===== src/design/dfr_pkg.sv =====
// Shared types and constants of the framed command deframer.
package dfr_pkg;

  localparam int unsigned CMD_BYTES       = 3;
  localparam int unsigned CODE_LANES_LOW  = 8;
  localparam int unsigned CODE_LANES_HIGH = 2;
  localparam int unsigned CFG_INDEX_W     = 3;
  localparam int unsigned CFG_DATA_W      = 64;
  localparam int unsigned QUEUE_DEPTH_DEF = 4;

  localparam logic [CFG_INDEX_W-1:0] REG_START_CODE          = 3'd0;
  localparam logic [CFG_INDEX_W-1:0] REG_STOP_CODE           = 3'd1;
  localparam logic [CFG_INDEX_W-1:0] REG_REPLY_CODE          = 3'd2;
  localparam logic [CFG_INDEX_W-1:0] REG_UPLOAD_INFO_CODE    = 3'd3;
  localparam logic [CFG_INDEX_W-1:0] REG_ACCEPTED_CODES_LOW  = 3'd4;
  localparam logic [CFG_INDEX_W-1:0] REG_ACCEPTED_CODES_HIGH = 3'd5;

  typedef enum logic [1:0] {
    KIND_PARAM  = 2'd0,
    KIND_ACCEPT = 2'd1,
    KIND_DROP   = 2'd2
  } kind_t;

  typedef enum logic [2:0] {
    PH_START = 3'd0,
    PH_CTRL  = 3'd1,
    PH_LENH  = 3'd2,
    PH_LENL  = 3'd3,
    PH_DATA  = 3'd4,
    PH_SUM   = 3'd5,
    PH_STOP  = 3'd6
  } phase_t;

  typedef struct packed {
    kind_t       kind;
    logic [7:0]  param_byte;
    logic [23:0] command;
    logic [15:0] param_count;
  } result_t;

  typedef struct packed {
    logic [7:0]  start_code;
    logic [7:0]  stop_code;
    logic [7:0]  reply_code;
    logic [7:0]  upload_info_code;
    logic [63:0] accepted_codes_low;
    logic [15:0] accepted_codes_high;
  } cfg_t;

endpackage


===== src/design/dfr_if.sv =====
// Handshake channel interfaces for received bytes and for results.
interface dfr_in_if;
  logic       valid;
  logic       ready;
  logic [7:0] rx_byte;

  modport source (output valid, output rx_byte, input ready);
  modport sink (input valid, input rx_byte, output ready);
endinterface

interface dfr_out_if;
  logic          valid;
  logic          ready;
  dfr_pkg::kind_t kind;
  logic [7:0]    param_byte;
  logic [23:0]   command;
  logic [15:0]   param_count;

  modport source (output valid, output kind, output param_byte, output command,
                  output param_count, input ready);
  modport sink (input valid, input kind, input param_byte, input command,
                input param_count, output ready);
endinterface


===== src/design/dfr_front.sv =====
// Front end: configuration registers, frame tracking and classification of each byte.
module dfr_front (
  input  logic                                clk,
  input  logic                                rst_n,
  input  logic                                cfg_we,
  input  logic [dfr_pkg::CFG_INDEX_W-1:0]     cfg_index,
  input  logic [dfr_pkg::CFG_DATA_W-1:0]      cfg_wdata,
  input  logic                                byte_valid,
  input  logic [7:0]                          byte_data,
  input  logic                                queue_full,
  output logic                                byte_ready,
  output logic                                res_push,
  output dfr_pkg::result_t                    res_data
);

  dfr_pkg::cfg_t   cfg_r;
  dfr_pkg::phase_t phase_r, phase_nxt;
  logic [7:0]      sum_r, sum_nxt;
  logic [15:0]     remaining_r, remaining_nxt;
  logic [15:0]     frame_len_r, frame_len_nxt;
  logic [23:0]     command_r, command_nxt;
  logic [1:0]      cmd_cnt_r, cmd_cnt_nxt;
  logic [7:0]      control_r, control_nxt;
  logic            take;
  logic            code_ok;
  logic [15:0]     len_full;
  logic            res_valid;
  dfr_pkg::result_t res;

  assign byte_ready = !queue_full;
  assign take       = byte_valid && byte_ready;
  assign len_full   = {frame_len_r[15:8], byte_data};

  always_ff @(posedge clk) begin
    if (!rst_n) begin
      cfg_r.start_code          <= 8'd2;
      cfg_r.stop_code           <= 8'd3;
      cfg_r.reply_code          <= 8'd0;
      cfg_r.upload_info_code    <= 8'd0;
      cfg_r.accepted_codes_low  <= 64'd0;
      cfg_r.accepted_codes_high <= 16'd0;
    end else if (cfg_we) begin
      unique case (cfg_index)
        dfr_pkg::REG_START_CODE:          cfg_r.start_code <= cfg_wdata[7:0];
        dfr_pkg::REG_STOP_CODE:           cfg_r.stop_code <= cfg_wdata[7:0];
        dfr_pkg::REG_REPLY_CODE:          cfg_r.reply_code <= cfg_wdata[7:0];
        dfr_pkg::REG_UPLOAD_INFO_CODE:    cfg_r.upload_info_code <= cfg_wdata[7:0];
        dfr_pkg::REG_ACCEPTED_CODES_LOW:  cfg_r.accepted_codes_low <= cfg_wdata;
        dfr_pkg::REG_ACCEPTED_CODES_HIGH: cfg_r.accepted_codes_high <= cfg_wdata[15:0];
        default: begin
        end
      endcase
    end
  end

  always_comb begin
    code_ok = 1'b0;
    for (int k = 0; k < int'(dfr_pkg::CODE_LANES_LOW); k++) begin
      if (cfg_r.accepted_codes_low[8*k +: 8] == byte_data) begin
        code_ok = 1'b1;
      end
    end
    for (int k = 0; k < int'(dfr_pkg::CODE_LANES_HIGH); k++) begin
      if (cfg_r.accepted_codes_high[8*k +: 8] == byte_data) begin
        code_ok = 1'b1;
      end
    end
  end

  always_comb begin
    phase_nxt = phase_r;
    if (take) begin
      unique case (phase_r)
        dfr_pkg::PH_CTRL: begin
          phase_nxt = code_ok ? dfr_pkg::PH_LENH : dfr_pkg::PH_START;
        end
        dfr_pkg::PH_LENH: begin
          phase_nxt = dfr_pkg::PH_LENL;
        end
        dfr_pkg::PH_LENL: begin
          phase_nxt = (len_full < 16'(dfr_pkg::CMD_BYTES)) ? dfr_pkg::PH_START
                                                            : dfr_pkg::PH_DATA;
        end
        dfr_pkg::PH_DATA: begin
          phase_nxt = (remaining_r == 16'd1) ? dfr_pkg::PH_SUM : dfr_pkg::PH_DATA;
        end
        dfr_pkg::PH_SUM: begin
          phase_nxt = (sum_r == byte_data) ? dfr_pkg::PH_STOP : dfr_pkg::PH_START;
        end
        dfr_pkg::PH_STOP: begin
          phase_nxt = dfr_pkg::PH_START;
        end
        default: begin
          phase_nxt = (byte_data == cfg_r.start_code) ? dfr_pkg::PH_CTRL
                                                      : dfr_pkg::PH_START;
        end
      endcase
    end
  end

  always_comb begin
    sum_nxt           = sum_r;
    remaining_nxt     = remaining_r;
    frame_len_nxt     = frame_len_r;
    command_nxt       = command_r;
    cmd_cnt_nxt       = cmd_cnt_r;
    control_nxt       = control_r;
    res_valid         = 1'b0;
    res.kind          = dfr_pkg::KIND_DROP;
    res.param_byte    = 8'd0;
    res.command       = 24'd0;
    res.param_count   = 16'd0;
    if (take) begin
      unique case (phase_r)
        dfr_pkg::PH_CTRL: begin
          if (code_ok) begin
            control_nxt = byte_data;
            sum_nxt     = byte_data;
          end
        end
        dfr_pkg::PH_LENH: begin
          sum_nxt       = sum_r + byte_data;
          frame_len_nxt = {byte_data, 8'd0};
        end
        dfr_pkg::PH_LENL: begin
          frame_len_nxt = len_full;
          if (len_full < 16'(dfr_pkg::CMD_BYTES)) begin
            res_valid = 1'b1;
          end else begin
            sum_nxt       = sum_r + byte_data;
            remaining_nxt = len_full;
            command_nxt   = 24'd0;
            cmd_cnt_nxt   = 2'd0;
          end
        end
        dfr_pkg::PH_DATA: begin
          sum_nxt       = sum_r + byte_data;
          remaining_nxt = remaining_r - 16'd1;
          if (cmd_cnt_r < 2'(dfr_pkg::CMD_BYTES)) begin
            command_nxt = {command_r[15:0], byte_data};
            cmd_cnt_nxt = cmd_cnt_r + 2'd1;
          end else begin
            res_valid      = 1'b1;
            res.kind       = dfr_pkg::KIND_PARAM;
            res.param_byte = byte_data;
          end
        end
        dfr_pkg::PH_SUM: begin
          res_valid = (sum_r != byte_data);
        end
        dfr_pkg::PH_STOP: begin
          if (byte_data != cfg_r.stop_code) begin
            res_valid = 1'b1;
          end else if (control_r == cfg_r.reply_code ||
                       control_r == cfg_r.upload_info_code) begin
            res_valid       = 1'b1;
            res.kind        = dfr_pkg::KIND_ACCEPT;
            res.command     = command_r;
            res.param_count = frame_len_r - 16'(dfr_pkg::CMD_BYTES);
          end
        end
        default: begin
        end
      endcase
    end
  end

  always_ff @(posedge clk) begin
    if (!rst_n) begin
      phase_r <= dfr_pkg::PH_START;
    end else begin
      phase_r <= phase_nxt;
    end
  end

  always_ff @(posedge clk) begin
    if (!rst_n) begin
      sum_r       <= 8'd0;
      remaining_r <= 16'd0;
      frame_len_r <= 16'd0;
      command_r   <= 24'd0;
      cmd_cnt_r   <= 2'd0;
      control_r   <= 8'd0;
    end else begin
      sum_r       <= sum_nxt;
      remaining_r <= remaining_nxt;
      frame_len_r <= frame_len_nxt;
      command_r   <= command_nxt;
      cmd_cnt_r   <= cmd_cnt_nxt;
      control_r   <= control_nxt;
    end
  end

  assign res_push = res_valid;
  assign res_data = res;

endmodule


===== src/design/dfr_queue.sv =====
// Short result queue between the front end and the output stage.
module dfr_queue #(
  parameter int unsigned DEPTH = dfr_pkg::QUEUE_DEPTH_DEF
) (
  input  logic             clk,
  input  logic             rst_n,
  input  logic             push,
  input  dfr_pkg::result_t push_data,
  output logic             full,
  input  logic             pop,
  output logic             head_valid,
  output dfr_pkg::result_t head_data
);

  localparam int unsigned PTR_W = (DEPTH > 1) ? $clog2(DEPTH) : 1;
  localparam int unsigned CNT_W = $clog2(DEPTH + 1);

  dfr_pkg::result_t   slots [DEPTH];
  logic [PTR_W-1:0]   wr_ptr_r, wr_ptr_nxt;
  logic [PTR_W-1:0]   rd_ptr_r, rd_ptr_nxt;
  logic [CNT_W-1:0]   count_r, count_nxt;
  logic               do_push;
  logic               do_pop;

  assign full       = (count_r == CNT_W'(DEPTH));
  assign head_valid = (count_r != '0);
  assign head_data  = slots[rd_ptr_r];
  assign do_push    = push && !full;
  assign do_pop     = pop && head_valid;

  always_comb begin
    wr_ptr_nxt = wr_ptr_r;
    rd_ptr_nxt = rd_ptr_r;
    count_nxt  = count_r;
    if (do_push) begin
      wr_ptr_nxt = (wr_ptr_r == PTR_W'(DEPTH - 1)) ? '0 : wr_ptr_r + PTR_W'(1);
    end
    if (do_pop) begin
      rd_ptr_nxt = (rd_ptr_r == PTR_W'(DEPTH - 1)) ? '0 : rd_ptr_r + PTR_W'(1);
    end
    if (do_push && !do_pop) begin
      count_nxt = count_r + CNT_W'(1);
    end else if (do_pop && !do_push) begin
      count_nxt = count_r - CNT_W'(1);
    end
  end

  always_ff @(posedge clk) begin
    if (!rst_n) begin
      wr_ptr_r <= '0;
      rd_ptr_r <= '0;
      count_r  <= '0;
    end else begin
      wr_ptr_r <= wr_ptr_nxt;
      rd_ptr_r <= rd_ptr_nxt;
      count_r  <= count_nxt;
    end
  end

  always_ff @(posedge clk) begin
    if (do_push) begin
      slots[wr_ptr_r] <= push_data;
    end
  end

endmodule


===== src/design/dfr_back.sv =====
// Output stage: takes results from the queue into a register that drives the result channel.
module dfr_back (
  input  logic             clk,
  input  logic             rst_n,
  input  logic             head_valid,
  input  dfr_pkg::result_t head_data,
  output logic             pop,
  dfr_out_if.source        out_ch
);

  logic             out_valid_r, out_valid_nxt;
  dfr_pkg::result_t out_data_r;
  logic             load;

  assign load          = !out_valid_r || out_ch.ready;
  assign pop           = load && head_valid;
  assign out_valid_nxt = load ? head_valid : out_valid_r;

  always_ff @(posedge clk) begin
    if (!rst_n) begin
      out_valid_r <= 1'b0;
    end else begin
      out_valid_r <= out_valid_nxt;
    end
  end

  always_ff @(posedge clk) begin
    if (pop) begin
      out_data_r <= head_data;
    end
  end

  assign out_ch.valid       = out_valid_r;
  assign out_ch.kind        = out_data_r.kind;
  assign out_ch.param_byte  = out_data_r.param_byte;
  assign out_ch.command     = out_data_r.command;
  assign out_ch.param_count = out_data_r.param_count;

endmodule


===== src/design/framed_command_deframer.sv =====
// Top level of the framed command deframer: front end, result queue and output stage.
//
//   Channel   Direction  Contents
//   in_ch     sink       rx_byte, one received byte per request
//   out_ch    source     kind, param_byte, command, param_count
//   cfg_*     write      cfg_we, cfg_index (0 to 5), cfg_wdata (64 bits)
//
// One byte is taken every cycle while the result queue has room; each byte is
// classified combinationally by the frame tracking logic in the front end as
// it is taken. A result is written into the queue and then loaded into the
// output register that drives out_ch. Reset is synchronous and clears the
// frame state, the configuration, the queue and the output valid flag.
// A stalled result channel fills the queue, after which in_ch.ready falls.
module framed_command_deframer #(
  parameter int unsigned QUEUE_DEPTH = dfr_pkg::QUEUE_DEPTH_DEF
) (
  input  logic                            clk,
  input  logic                            rst_n,
  input  logic                            cfg_we,
  input  logic [dfr_pkg::CFG_INDEX_W-1:0] cfg_index,
  input  logic [dfr_pkg::CFG_DATA_W-1:0]  cfg_wdata,
  dfr_in_if.sink                          in_ch,
  dfr_out_if.source                       out_ch
);

  logic             queue_full;
  logic             res_push;
  dfr_pkg::result_t res_data;
  logic             head_valid;
  dfr_pkg::result_t head_data;
  logic             pop;

  dfr_front u_front (
    .clk        (clk),
    .rst_n      (rst_n),
    .cfg_we     (cfg_we),
    .cfg_index  (cfg_index),
    .cfg_wdata  (cfg_wdata),
    .byte_valid (in_ch.valid),
    .byte_data  (in_ch.rx_byte),
    .queue_full (queue_full),
    .byte_ready (in_ch.ready),
    .res_push   (res_push),
    .res_data   (res_data)
  );

  dfr_queue #(
    .DEPTH (QUEUE_DEPTH)
  ) u_queue (
    .clk        (clk),
    .rst_n      (rst_n),
    .push       (res_push),
    .push_data  (res_data),
    .full       (queue_full),
    .pop        (pop),
    .head_valid (head_valid),
    .head_data  (head_data)
  );

  dfr_back u_back (
    .clk        (clk),
    .rst_n      (rst_n),
    .head_valid (head_valid),
    .head_data  (head_data),
    .pop        (pop),
    .out_ch     (out_ch)
  );

endmodule

===== src/flat_wrapper.sv =====
// flat-port wrapper written by rule: the top's interface ports become plain ports
module framed_command_deframer_flat 
#(
  parameter int unsigned QUEUE_DEPTH = dfr_pkg::QUEUE_DEPTH_DEF
)
  (clk, rst_n, cfg_we, cfg_index, cfg_wdata, in_ch_valid, in_ch_rx_byte, in_ch_ready, out_ch_valid, out_ch_kind, out_ch_param_byte, out_ch_command, out_ch_param_count, out_ch_ready);
  dfr_in_if in_ch_i ();
  dfr_out_if out_ch_i ();
  input  logic clk;
  input  logic rst_n;
  input  logic cfg_we;
  input  logic [dfr_pkg::CFG_INDEX_W-1:0] cfg_index;
  input  logic [dfr_pkg::CFG_DATA_W-1:0] cfg_wdata;
  input wire logic [$bits(in_ch_i.valid)-1:0] in_ch_valid;
  input wire logic [$bits(in_ch_i.rx_byte)-1:0] in_ch_rx_byte;
  output wire logic [$bits(in_ch_i.ready)-1:0] in_ch_ready;
  output wire logic [$bits(out_ch_i.valid)-1:0] out_ch_valid;
  output wire logic [$bits(out_ch_i.kind)-1:0] out_ch_kind;
  output wire logic [$bits(out_ch_i.param_byte)-1:0] out_ch_param_byte;
  output wire logic [$bits(out_ch_i.command)-1:0] out_ch_command;
  output wire logic [$bits(out_ch_i.param_count)-1:0] out_ch_param_count;
  input wire logic [$bits(out_ch_i.ready)-1:0] out_ch_ready;
  assign in_ch_i.valid = in_ch_valid;
  assign in_ch_i.rx_byte = in_ch_rx_byte;
  assign in_ch_ready = in_ch_i.ready;
  assign out_ch_valid = out_ch_i.valid;
  assign out_ch_kind = out_ch_i.kind;
  assign out_ch_param_byte = out_ch_i.param_byte;
  assign out_ch_command = out_ch_i.command;
  assign out_ch_param_count = out_ch_i.param_count;
  assign out_ch_i.ready = out_ch_ready;
  framed_command_deframer #(.QUEUE_DEPTH(QUEUE_DEPTH)) u_core (.clk(clk), .rst_n(rst_n), .cfg_we(cfg_we), .cfg_index(cfg_index), .cfg_wdata(cfg_wdata), .in_ch(in_ch_i), .out_ch(out_ch_i));
endmodule

===== config.mk =====
export PLATFORM = sky130hd
export DESIGN_NAME = framed_command_deframer_flat
export DESIGN_NICKNAME = d
export VERILOG_FILES = /design/src/design/dfr_pkg.sv /design/src/design/dfr_if.sv /design/src/design/dfr_front.sv /design/src/design/dfr_queue.sv /design/src/design/dfr_back.sv /design/src/design/framed_command_deframer.sv /design/src/flat_wrapper.sv
export SDC_FILE = /design/constraint.sdc
export NUM_CORES = 1
export LEC_CHECK = 0
export BUFFER_PORTS_ARGS = -buffer_cell sky130_fd_sc_hd__buf_2
export CAP_MARGIN = 15
export CORE_MARGIN = 5
export CORE_UTILIZATION = 54
export DETAILED_ROUTE_END_ITERATION = 7
export HOLD_SLACK_MARGIN = 0.08
export PLACE_DENSITY_LB_ADDON = 0.1
export SLEW_MARGIN = 20
export SYNTH_ARGS = -nofsm -noshare
export SYNTH_HDL_FRONTEND = slang
export SYNTH_SLANG_ARGS = --single-unit

===== constraint.sdc =====
create_clock -name clk -period 5.9 [get_ports clk]
set_clock_uncertainty 0.2 [all_clocks]
set_input_delay 1.77 -clock clk [delete_from_list [all_inputs] [get_ports clk]]
set_output_delay 1.77 -clock clk [all_outputs]
set_load 0.01 [all_outputs]

Yosys cells after proc, flatten, opt, wreduce, memory -nomap -nowiden
Memory sizes are Yosys's and may differ from the RTL's. A register that Yosys moved wholly into a read port is not among the register bits.
Index checks and enable logic that the tools add are counted.
{"block": "totals", "reg_bits": 197, "ramBits": 200, "input_bits": 80, "wordCells": 144, "mem_count": 1}
{"name": "u_core.u_queue.slots", "depth": 4, "word_bits": 50, "read_ports": 1, "rd_clocked_by_memory_dff": 1, "write_ports": 1, "line": "dfr_queue.sv:18", "source": "dfr_pkg::result_t slots [DEPTH];"}
{"block": "op_classes", "n_addsub": 8, "n_lt_le_gt_ge": 2, "n_eq_ne": 34, "muxes": 49, "bitwise_logic": 1, "n_reduce_logical": 31}
{"cell": "$mux 40", "count": 3}
{"cell": "$eq 8x8->1", "count": 14}
{"cell": "$pmux 16 s2", "count": 2}
{"cell": "$mux 50", "count": 1}
{"cell": "$mux 24", "count": 2}
{"cell": "$pmux 24 s2", "count": 1}
{"cell": "$mux 8", "count": 3}
{"cell": "$pmux 8 s3", "count": 1}
{"cell": "$mux 1", "count": 19}
{"cell": "$eq 3x3->1 const B", "count": 6}
{"cell": "$pmux 3 s6", "count": 1}
{"cell": "$eq 16x1->1 const B", "count": 1}
{"cell": "$lt 16x2->1 const B", "count": 1}
{"cell": "$mux 16", "count": 1}
{"cell": "$ne 8x8->1", "count": 2}
{"cell": "$sub 16x1->16 const B", "count": 1}
{"cell": "$sub 16x2->16 const B", "count": 1}
{"cell": "$mux 2", "count": 7}
{"cell": "$reduce_and 2->1", "count": 7}
{"cell": "$eq 3x2->1 const B", "count": 4}
{"cell": "$mux 3", "count": 4}
{"cell": "$mux 10", "count": 1}
{"cell": "$reduce_and 3->1", "count": 3}
{"cell": "$add 8x8->8", "count": 1}
{"cell": "18 further kinds", "count": 38}

Longest topological paths before layout
{"block": "depth", "depth_word": 13, "depth_mapped": 13, "ltp_nobuf": 12}

Modules after synthesis
Synthesis repeated with hierarchy kept, for this count alone.
{"block": "unflattened", "hier_cells": 1611, "area_unflattened_um2": 18869.3}
{"mod": "dfr_front", "n_inst": 1, "cells_per_inst": 1244, "area_per_inst_um2": 9566.7, "seq_area_each_um2": 3783.6}
{"mod": "dfr_queue", "n_inst": 1, "cells_per_inst": 313, "area_per_inst_um2": 7753.7, "seq_area_each_um2": 6185.9}
{"mod": "dfr_back", "n_inst": 1, "cells_per_inst": 54, "area_per_inst_um2": 1549.0, "seq_area_each_um2": 1521.5}

Least setup slack after synthesis
No wires, ideal clock.
{"block": "synth_timing", "kind": "input -> register", "from": "in out_ch_ready", "to": "reg u_core.u_queue.count_r[2]", "setup_ps": 70, "arrival_ps": 5745, "t_required_ps": 5630, "path_slack_ps": -115, "cell_stages": 9, "n_path_buf": 0, "path_cell_list": "inv_1 -> a21oi_1 -> inv_1 -> ha_1 -> inv_1 -> fa_1 -> xor2_1 -> or3_1 -> a21oi_1"}
{"block": "synth_via", "elab_chain_cells": 6, "elab_cells_between_ends": 8}
{"item": "start, declared", "line": "flat_wrapper.sv:22", "source": "input wire logic [$bits(out_ch_i.ready)-1:0] out_ch_ready;"}
{"item": "$logic_or 1x1->1 (*)", "line": "dfr_back.sv:15", "source": "assign load = !out_valid_r || out_ch.ready;"}
{"item": "$logic_and 1x1->1 (*)", "line": "dfr_back.sv:16", "source": "assign pop = load && head_valid;"}
{"item": "named net u_core.pop", "line": "framed_command_deframer.sv:31", "source": "logic pop;"}
{"item": "$logic_and 1x1->1 (*)", "line": "dfr_queue.sv:29", "source": "assign do_pop = pop && head_valid;"}
{"item": "$logic_not 1->1", "line": "dfr_queue.sv:41", "source": "if (do_push && !do_pop) begin"}
{"item": "$logic_and 1x1->1", "line": "dfr_queue.sv:41"}
{"item": "$mux 3 or $reduce_bool 2->1 (tied branches)"}
{"item": "end signal, assigned", "line": "dfr_queue.sv:56", "source": "count_r <= count_nxt;"}
{"item": "end, declared", "line": "dfr_queue.sv:21", "source": "logic [CNT_W-1:0] count_r, count_nxt;"}
The timed path passes the listed nets; every way through them passes the cells marked *.
A chain may end at the register's enable or synchronous reset.

Final worst setup path
{"block": "layout_timing", "from": "in in_ch_rx_byte[2]", "to": "reg u_core.u_queue.count_r[2]"}
{"block": "layout_via", "elab_chain_cells": 8, "elab_cells_between_ends": 13}
{"item": "start, declared", "line": "flat_wrapper.sv:15", "source": "input wire logic [$bits(in_ch_i.rx_byte)-1:0] in_ch_rx_byte;"}
{"item": "$lt 16x2->1 or $ne 8x8->1 (tied branches)", "line": "dfr_front.sv:127, dfr_front.sv:152"}
{"item": "$mux 1, on equally long branches", "line": "dfr_front.sv:127, dfr_front.sv:152"}
{"item": "$pmux 1 s4 (*)", "line": "dfr_front.sv:114", "source": "unique case (phase_r)"}
{"item": "$mux 1 (*)", "line": "dfr_front.sv:113", "source": "if (take) begin"}
{"item": "$logic_and 1x1->1 (*)", "line": "dfr_queue.sv:28", "source": "assign do_push = push && !full;"}
{"item": "named net u_core.u_queue.do_push", "line": "dfr_queue.sv:22", "source": "logic do_push;"}
{"item": "$logic_not 1->1", "line": "dfr_queue.sv:43", "source": "end else if (do_pop && !do_push) begin"}
{"item": "$logic_and 1x1->1", "line": "dfr_queue.sv:43"}
{"item": "$reduce_bool 2->1 (no line)"}
Marked as above.

==> out/results.tsv <==
stage	metric	value	unit
status	status	finished clean	
clock_network	Sink Count	447	
yosys	synth cell count leaders	297 x nand2_1, 250 x edfxtp_1, 197 x dfxtp_1, 177 x a21oi_1, 83 x xor2_1	
worst_setup_path	Reg2Reg Setup Slack	2.23	ns
yosys	synth top area cells	edfxtp_1 40%, dfxtp_1 21%, mux4_2 6.0%	
sta	Final Hold Fails	0	
grt	largest net degree at the start of global routing	86	
yosys	sequential fraction of the synthesis area	0.6098	
clock_network	TritonCTS buffer count	46	
layout	Layout Cells excl Fill	2204	
floorplan	DIE WIDTH	196.5	µm
power	PwrDens	349.8	nW/µm²
yosys	Synth top area share	0.3998	
floorplan	die area	38610	µm²
placement	HPWL after DPL	26140	µm
grt	GRT overflow	0	
yosys	post-synthesis cell count	1612	
yosys	Synth Register Bits	447	
route	First DRT Iteration DRCs	794	
placement	DP Cell Count	2121	
yosys	mux share of post-synthesis cell area	0.06103	
layout	Fill cells	2855	
floorplan	num ports	132	
sta	Worst-Margin Slew	0.9358	ns
route	vias per cell	5.603	
worst_setup_path	CP peak stage delay	0.59	ns
worst_setup_path	Startpoint Class	input port	
clock_network	clk slew on worst S/H paths	0.06	ns
route	first-pass iteration count of the detailed router	5	
placement	# port buffers	131	
route	DRC	0	
worst_setup_path	WP data arrival	4.78	ns
clock_network	cts repair resizes	0	
route	Post-Route WL	41450	µm
worst_setup_path	CP dominant cell by count	or3_1	
layout	ANT cells	0	
yosys	top-count cell post-synth	nand2_1	
yosys	Post-Synth Adder-Cell Area	0.01346	
floorplan	Rows	68	
worst_setup_path	worst path cell trace	buf_2 > or4_4 > or3_1 > a31oi_2 > ha_1 > inv_1 > fa_1 > xor2_1 > or3_1 > a21oi_1	
yosys	synthesized area	18780	µm²
floorplan	Starting Density	0.5450	
floorplan	chip height	196.5	µm
worst_setup_path	critical path required time	6.18	ns
yosys	post-synth net total	1711	
grt	global-route wire length before repair	67140	µm
yosys	syn_area_per_cell	11.65	µm²
job	maxcap violations	0	
sta	RSZ-0062 raised after global routing	no	
sta	ratio of final minimum period to clock period	0.7636	
layout	Nets	1813	
worst_setup_path	crit path max-delay cell type	or4_4	
floorplan	CORE AREA	34460	µm²
power	leakage power figure	7.722	nW
clock_network	clk_lat worst skew	0.55	ns
clock_network	CTS tree	built	
yosys	Ys Warns	0	
power	Worst VDD drop	0.2463	mV
clock_network	setup bufs post-CTS	0	
sta	setup violators final	0	
grt	initial antenna violation count	0	
clock_network	H-tree depth	2	
worst_setup_path	crit-path max FO	12	
layout	area growth from synthesis to layout	13.39	%
yosys	number of synthesized flops with an enable pin	250	
clock_network	Root Buffer	clkbuf_16	
worst_setup_path	WS Path Type	input port to flip-flop	
yosys	Simple-Gate Fraction of Synth Area	0.1356	
layout	share of layout cells above drive strength 1	0.1750	
clock_network	hold-fix buffer count after cts	0	
yosys	cell taking the most area after synthesis	edfxtp_1	
yosys	Post-Synth XOR/XNOR Area	0.06016	
clock_network	Max Buffers Root-to-Sink	3	
sta	fin crit period	4.505	ns
sta	Rel. slew slack	0.3738	
placement	Placer Congestion	0.8559	
sta	Final Max Slew Viols	0	
yosys	Async SR Flop Fraction	0	
yosys	Yosys cell types	72	
sta	fmax	0.2220	GHz
route	average wire per standard cell	18.81	µm
yosys	post-synthesis compound-gate area fraction	0.09128	
route	via count	12350	
worst_setup_path	Worst setup EP type	flip-flop	
grt	total track usage	0.2146	
yosys	Main synth FF type	edfxtp_1	
yosys	largest family of logic cells by synthesized area	simple AND/OR/NAND/NOR gates	
sta	total negative slack	0	ns
route	Antenna Violating Nets Remaining	0	
grt	vias in the first global route	12400	
worst_hold_path	Min-Delay Path Class	flip-flop to flip-flop	
cell usage in the layout, fill, tap and decap left out, drive strengths merged, types with 30 or more instances in the layout:
| master | count |
|---|---|
| nand2 | 297 |
| edfxtp | 250 |
| dfxtp | 197 |
| a21oi | 183 |
| buf | 155 |
| xor2 | 83 |
| nor2 | 76 |
| clkbuf | 69 |
| mux4 | 50 |
| xnor2 | 46 |
| nand3 | 44 |
| o21ai | 36 |
| and2 | 33 |
| nor4 | 30 |
power breakdown:
part | internal (mW) | switching, mW
Sequential | 3.55 | 0.106
Combinational | 0.407 | 0.556
Clock | 1.69 | 1.14
registers in the layout, indices dropped and copies added, names as in the netlist:
signal and count:
u_core.u_back.out_ch.command 24, u_core.u_back.out_ch.kind 2, u_core.u_back.out_ch.param_byte 8, u_core.u_back.out_ch.param_count 16, u_core.u_back.out_ch.valid 1, u_core.u_front.cfg_r 112, u_core.u_front.cmd_cnt_r 2, u_core.u_front.command_r 24
u_core.u_front.control_r 8, u_core.u_front.frame_len_r 16, u_core.u_front.phase_r 3, u_core.u_front.remaining_r 16, u_core.u_front.sum_r 8, u_core.u_queue.count_r 3, u_core.u_queue.rd_ptr_r 2, u_core.u_queue.slots 200
u_core.u_queue.wr_ptr_r 2
routing by layer:
layer  wire (µm)  share of wire  up-vias  track usage
met2       20380           0.49      304       0.3589
met5           0              0        -            0
met3        1948          0.047       75      0.03299
met4         910          0.022        0      0.05482
li1            -              -     5996            -
met1       18210           0.44     5974       0.2978
area by class of cell:
class	instances	area (µm²)	area share
multi-input cells	1048	6818	0.3202
well taps	455	569.3	0.02674
repair buffers	155	898.4	0.04219
clock inverters	14	150.1	0.007051
flip-flops and latches	447	11460	0.5380
clock buffers	69	1339	0.06287
inverters	16	62.56	0.002938
worst max-delay path, delay by kind of cell:
kind / cells / cell delay (ns)
buffers and inverters: 2 / 0.31
AO/OA/AOI/OAI: 2 / 0.56
adder cells (fa/ha/maj): 2 / 0.64
XOR/XNOR: 1 / 0.18
AND/OR/NAND/NOR: 3 / 1.31
metrics by stage:
| stage | setup WS [ns] | hold WS [ns] | utilization | total power [mW] | instance area [µm²] |
|---|---|---|---|---|---|
| after floorplan | 0.9395 | 0.2273 | - | 4.342 | 18780 |
| after global placement | 0.8710 | 0.2364 | 0.5747 | 4.705 | 19800 |
| after detailed placement | 0.8367 | 0.2449 | 0.5747 | 4.718 | 19800 |
| after CTS | 1.397 | 0.2513 | 0.6179 | 7.547 | 21290 |
| after global routing | 1.143 | 0.2764 | 0.6179 | 7.775 | 21290 |
| final | 1.395 | 0.2485 | 0.6179 | 7.448 | 21290 |
worst paths after layout:
kind | endpoint | depth (start not counted) | from
worst max-delay path | u_core.u_queue.count_r[2]$_SDFFE_PN0P_ | 10 | in_ch_rx_byte[2]
worst min-delay path | u_core.u_front.command_r[17]$_SDFFE_PN0P_ | 2 | u_core.u_front.command_r[17]$_SDFFE_PN0P_
worst max register to register | u_core.u_queue.count_r[2]$_SDFFE_PN0P_ | 9 | u_core.u_front.phase_r[0]$_SDFFE_PN0P_
worst min register to register | u_core.u_front.command_r[17]$_SDFFE_PN0P_ | 2 | u_core.u_front.command_r[17]$_SDFFE_PN0P_
cells by family after synthesis:
logic type / after synthesis
AOI/OAI and AO/OA: 285
xor gates and xnor gates: 129
adders and majority gates: 19
buffers and inverters: 117
DFF: 447
muxes: 52
and+or+nand+nor: 563
No activity file was read; power rests on OpenSTA's default activity.
